### src/aabb_pkg.sv
`default_nettype none

package aabb_pkg;

  localparam int NUM_SLOTS  = 32;
  localparam int COORD_BITS = 32;

  // fixed field widths of the channels
  localparam int FIELD_W = 32;
  localparam int SLOT_W  = 5;
  localparam int MASK_W  = 32;

  localparam int ROW_W  = $clog2(NUM_SLOTS);
  localparam int MASK_N = (NUM_SLOTS < MASK_W) ? NUM_SLOTS : MASK_W;

  typedef enum logic [1:0] {
    OP_WRITE  = 2'd0,
    OP_REMOVE = 2'd1,
    OP_SWEEP  = 2'd2,
    OP_CLEAR  = 2'd3
  } opcode_e;

  typedef struct packed {
    logic wr_box;
    logic rm_slot;
    logic clr_all;
    logic load_first;
    logic advance;
  } cmd_t;

  typedef struct packed {
    logic last;
  } sts_t;

  typedef struct packed {
    logic [COORD_BITS-1:0] xl;
    logic [COORD_BITS-1:0] xh;
    logic [COORD_BITS-1:0] yl;
    logic [COORD_BITS-1:0] yh;
    logic [COORD_BITS-1:0] zl;
    logic [COORD_BITS-1:0] zh;
  } box_t;

endpackage

`default_nettype wire

### src/aabb_ctrl.sv
`default_nettype none

module aabb_ctrl (
  input  wire logic          clk_i,
  input  wire logic          rst_ni,
  input  wire logic          in_valid_i,
  input  wire logic [1:0]    opcode_i,
  output logic               in_ready_o,
  input  wire logic          out_ready_i,
  output logic               out_valid_o,
  output aabb_pkg::cmd_t     cmd_o,
  input  wire aabb_pkg::sts_t sts_i
);
  import aabb_pkg::*;

  localparam logic ST_IDLE = 1'b0;
  localparam logic ST_EMIT = 1'b1;

  logic state_q, state_d;
  logic ov_q, ov_d;
  logic acc;

  assign in_ready_o  = (state_q == ST_IDLE);
  assign acc         = in_valid_i && in_ready_o;
  assign out_valid_o = ov_q;

  always_comb begin
    cmd_o = '0;
    if (acc) begin
      case (opcode_e'(opcode_i))
        OP_WRITE:  cmd_o.wr_box     = 1'b1;
        OP_REMOVE: cmd_o.rm_slot    = 1'b1;
        OP_SWEEP:  cmd_o.load_first = 1'b1;
        OP_CLEAR:  cmd_o.clr_all    = 1'b1;
        default:   cmd_o = '0;
      endcase
    end
    // a row moves out when the output register is free or being drained
    cmd_o.advance = (state_q == ST_EMIT) && (!ov_q || out_ready_i);
  end

  always_comb begin
    state_d = state_q;
    case (state_q)
      ST_IDLE: if (cmd_o.load_first) state_d = ST_EMIT;
      ST_EMIT: if (cmd_o.advance && sts_i.last) state_d = ST_IDLE;
      default: state_d = ST_IDLE;
    endcase
  end

  always_comb begin
    if (cmd_o.advance) begin
      ov_d = 1'b1;
    end else if (out_ready_i) begin
      ov_d = 1'b0;
    end else begin
      ov_d = ov_q;
    end
  end

  always_ff @(posedge clk_i or negedge rst_ni) begin
    if (!rst_ni) begin
      state_q <= ST_IDLE;
      ov_q    <= 1'b0;
    end else begin
      state_q <= state_d;
      ov_q    <= ov_d;
    end
  end

endmodule

`default_nettype wire

### config.mk
export PLATFORM = sky130hd
export DESIGN_NAME = aabb_ctrl
export DESIGN_NICKNAME = d
export VERILOG_FILES = /design/src/aabb_pkg.sv /design/src/aabb_ctrl.sv
export SDC_FILE = /design/constraint.sdc
export NUM_CORES = 1
export LEC_CHECK = 0
export BUFFER_PORTS_ARGS = -buffer_cell sky130_fd_sc_hd__buf_2
export CORE_AREA = 5 5 42 44
export CTS_CLUSTER_DIAMETER = 200
export DETAILED_ROUTE_END_ITERATION = 7
export DIE_AREA = 0 0 47 49
export PLACE_DENSITY = 0.38
export SETUP_SLACK_MARGIN = 0.4
export SYNTH_ARGS = -nofsm -noshare
export SYNTH_HDL_FRONTEND = slang
export SYNTH_SLANG_ARGS = --single-unit
### constraint.sdc
create_clock -name clk_i -period 2.5 [get_ports clk_i]
set_clock_uncertainty 0.05 [all_clocks]
set_input_delay 0.25 -clock clk_i [delete_from_list [all_inputs] [get_ports clk_i]]
set_output_delay 0.25 -clock clk_i [all_outputs]
set_load 0.01 [all_outputs]
=== Word level (Yosys, flattened, before mapping) ===
Cells that the tools add are included.

* Flip-flop bits (word level): 2
* Bits of input ports: 7
* Output and inout bits: 7
* Word-level logic and storage cells: 23

* Equal/unequal tests: 3
* Multiplexer cells: 10
* Bitwise gates (word level): 1
* Reduce and logical (&&, ||, !) cells: 7

{| class="wikitable"
|+ Operators with widths
! operator !! count
|-
| 1-bit 2-to-1 mux || 8
|-
| 5-bit 2-to-1 mux || 1
|-
| 2-bit equality test, second input constant || 2
|-
| 1-bit logical AND || 3
|-
| 2-bit by 1-bit equality test with 1-bit output, second input constant || 1
|-
| 2-bit logical NOT || 1
|-
| 1-bit case mux with 2 select lines || 1
|-
| 2-bit nonzero test || 1
|-
| 1-bit logical NOT || 1
|-
| 1-bit logical OR || 1
|-
| 1-bit inverter || 1
|}

=== Logic depth before layout (Yosys ltp) ===
* Depth after elaboration: 6
* Gate-level depth with buffers: 3
* Mapped depth without buffers: 3

=== Worst setup path before layout ===
OpenSTA, ideal clock, no wires.

* Path kind: reg2out
* From: register state_q
* To: output port cmd_o[4] (netlist bit)
* Data arrival time: 0.864 ns
* Slack: 1.336 ns
* Cell stages (with the launch flop): 2
* Cells stage by stage: dfrtp_1 nor4b_1

{| class="wikitable"
|+ RTL lines
! what !! RTL line !! text
|-
| start: declaration || aabb_ctrl.sv:19 || <nowiki>logic state_q, state_d;</nowiki>
|-
| start signal: assignment || aabb_ctrl.sv:66 || <nowiki>state_q <= state_d;</nowiki>
|-
| end: declaration || aabb_ctrl.sv:11 || <nowiki>output aabb_pkg::cmd_t cmd_o,</nowiki>
|}

==> impl_results.rst <==
.. list-table::
   :header-rows: 1

   * - Metric
     - Value
   * - Proportion of power drawn by flip-flops and latches
     - 28.4%
   * - Maximum fanout along the worst path
     - 5
   * - Max-capacitance violation count
     - 0
   * - Reported net switching power
     - 0.0000407 W
   * - Count of pins on the block boundary
     - 14
   * - Area fraction of the dominant cell type after synthesis
     - 34.5%
   * - Total of warnings raised by yosys
     - 0
   * - Final setup vio count
     - 0
   * - Int Pwr
     - 0.000111 W
   * - Worst hold-check path type
     - input port to async pin
   * - Maximum count of clock buffers along a single path
     - 2
   * - Cell area after synthesis
     - 145 um^2
   * - Final HPWL DP
     - 368 um
   * - Starting density of the core
     - 10.4%
   * - Worst Path Class, Setup
     - flop to primary output
   * - Post-synthesis cell count
     - 13
   * - TritonCTS clock tree
     - built
   * - Count of state elements after synthesis
     - 2
   * - Synthesis-to-finish area growth
     - 75.9%
   * - Drc violations
     - 0
   * - Run status
     - finished clean
   * - Static Leakage
     - 0.136 nW
   * - Total area of sequential cells
     - 50.0 um^2
   * - Cell taking the most area after synthesis
     - sky130_fd_sc_hd__dfrtp_1
   * - Most repeated cell in the gate-level netlist after synthesis
     - sky130_fd_sc_hd__dfrtp_1
   * - Clock-pin transition on the worst setup and hold timing paths
     - 0.03 ns
   * - Worst slack after detailed placement
     - 1.28 ns
   * - Post-DR wirelength/cell
     - 9.96 um
   * - Placeable Area
     - 0.00140 mm^2
   * - Total track usage
     - 4.93%
   * - Final critical-path share of the clock period
     - 56.9%
   * - Worst-case reg-to-reg path depth
     - 2
   * - RD Place Congestion
     - 0.708
   * - Post-synthesis area per instance
     - 11.2 um^2
   * - Net Count, Synth
     - 20
   * - Total detailed-routing wirelength
     - 448 um
   * - Setup fix buffers added after clock tree synthesis
     - 0
   * - Number of distinct standard cells referenced by the synthesized netlist
     - 12
   * - Number of instances resized during post-cts repair
     - 0
   * - Number of buffers inserted during clock tree synthesis
     - 3
   * - Level count of the clock H-tree
     - 1
   * - EDFF count, synth
     - 0
   * - Pwr Density
     - 593 mW/mm^2
   * - Pin slew with the least headroom to its limit
     - 0.210 ns
   * - Std cell rows
     - 14
   * - Number of antenna violations at the first check in global routing
     - 0
   * - Max Fclk
     - 703 MHz
   * - Required time of the critical path
     - 2.20 ns
   * - Critical Path Sink Type
     - primary output
   * - Fraction of final layout cells with drive strength greater than 1
     - 65.5%
   * - Async S/R FF share, synth
     - 100%
   * - Unrepaired setup endpoints after global routing
     - no
   * - PortBufs
     - 13
   * - Post-layout min period
     - 1.42 ns
   * - Leftover overflow at the end of global routing
     - 0
   * - Iteration count of the initial detailed-routing pass
     - 1
   * - IR Drop Worst-Case VDD
     - 111 uV
   * - Power share of the combinational group
     - 25.6%
   * - 1st-iter DRT viols
     - 0
   * - Hold buffer count at cts
     - 1
   * - Clock Root Buffer
     - sky130_fd_sc_hd__clkbuf_4
   * - Floorplan die height
     - 49 um
   * - Routed Antenna Nets
     - 0
   * - Count of filler cells inserted in the layout
     - 166
   * - Post-route worst setup slack
     - 1.08 ns
   * - Via count of the first global-routing pass
     - 172
   * - Number of vias after detailed routing
     - 165
   * - CTS Sinks
     - 2
   * - Max-slew violation count
     - 0
   * - Instance area after placement
     - 223 um^2
   * - Cell types with the largest area share after synthesis
     - sky130_fd_sc_hd__dfrtp_1, sky130_fd_sc_hd__nor4bb_4, sky130_fd_sc_hd__and4bb_2
   * - Data arrival, critical path
     - 1.12 ns
   * - Dominant register cell in the synthesized netlist
     - sky130_fd_sc_hd__dfrtp_1
   * - Largest net degree at the start of global routing
     - 6
   * - Clock network power share
     - 46.0%
   * - Routed vias/inst
     - 3.67
   * - Post-route cell area
     - 255 um^2
   * - Clock Latency Late Sink
     - 0.22 ns
   * - Number of endpoints with negative hold slack in the final report
     - 0
   * - Slew margin rel.
     - 85.8%
   * - Worst Setup Start Kind
     - flop
   * - Net count, final
     - 38
   * - Area of the multi-input gates
     - 83.8 um^2
   * - Summed negative setup slack over all endpoints
     - 0 ns
   * - Global-route wire length before repair
     - 717 um
   * - Sequential fraction of the synthesis area
     - 34.5%
   * - Number of inserted diodes
     - 0
   * - Die Outline Area
     - 0.00230 mm^2
   * - Switch share
     - 26.9%
   * - Horiz. Die Dim
     - 47 um
[path summary, 6_finish.rpt]
check / end / slack (ns) / from
max: cmd_o[2] / 1.08 / state_q
min: out_valid_o / 0.30 / rst_ni
max reg2reg: state_q / 1.53 / state_q
min reg2reg: out_valid_o / 0.49 / out_valid_o
max in group asynchronous: state_q / 2.01 / rst_ni
min in group clk_i: out_valid_o / 0.30 / out_ready_i
[power by group through the flow]
stage               logic [W]  registers, W  clock network, W
finish              0.0000387     0.0000429         0.0000697
global route        0.0000433     0.0000443         0.0000778
CTS                 0.0000396     0.0000432         0.0000755
detailed placement  0.0000382     0.0000435                 0
global placement    0.0000374     0.0000430                 0
floorplan           0.0000205     0.0000442                 0
[critical path, cell delays in order (launching register included)]
cell and delay, ns:
sky130_fd_sc_hd__dfrtp_1 0.43, sky130_fd_sc_hd__inv_1 0.11, sky130_fd_sc_hd__and4_2 0.23, sky130_fd_sc_hd__buf_2 0.13
[metal layers]
metal | share of wire (%) | track usage (%) | vias up
met5 | 0 | 0 | -
met4 | 2.2 | 5.53 | 0
met3 | 22 | 3.32 | 2
met2 | 33 | 5.20 | 14
met1 | 43 | 5.71 | 69
li1 | - | - | 80
[registers in the layout, summed over array words and instances (netlist names)]
name         cells
state_q          1
out_valid_o      1
[logic make-up after synthesis]
kind of cell | count (synthesis) | share of synthesized area (%)
buf+inv | 2 | 7.76
simple gates | 8 | 54.3
flops | 2 | 34.5
compound gates | 1 | 3.44
[cells in the final DEF, fill, tap and decap left out]
cell type | Yosys | layout
sky130_fd_sc_hd__clkbuf_4 | 0 | 3
sky130_fd_sc_hd__dfrtp_1 | 2 | 2
sky130_fd_sc_hd__or2_1 | 1 | 1
sky130_fd_sc_hd__nand2_1 | 1 | 1
sky130_fd_sc_hd__and2_1 | 1 | 1
sky130_fd_sc_hd__and4_2 | 1 | 1
sky130_fd_sc_hd__nor4b_1 | 1 | 1
sky130_fd_sc_hd__buf_2 | 0 | 13
sky130_fd_sc_hd__nand2b_1 | 1 | 1
sky130_fd_sc_hd__a21oi_1 | 1 | 1
sky130_fd_sc_hd__dlygate4sd3_1 | 0 | 1
sky130_fd_sc_hd__nor4bb_4 | 1 | 1
sky130_fd_sc_hd__inv_1 | 1 | 1
sky130_fd_sc_hd__and4bb_2 | 1 | 1
[stage by stage]
step | power (W) | util [%] | std cells | hold WS [ns]
2_1_floorplan | 0.0000647 | - | 13 | -0.0956
3_3_place_gp | 0.0000804 | 15.9 | 41 | -0.0139
3_5_place_dp | 0.0000817 | 15.9 | 41 | -0.00948
4_1_cts | 0.000158 | 18.2 | 45 | 0.285
5_1_grt | 0.000165 | 18.2 | 45 | 0.307
6_report | 0.000151 | 18.2 | 45 | 0.299
[layout make-up]
class	instances	share of cell area, %
multi-input combinational	9	32.8
clock buffer	3	8.82
timing repair buffer	14	29.4
tap	16	7.84
inverter	1	1.47
sequential	2	19.6
(Power assumes the default switching activity.)
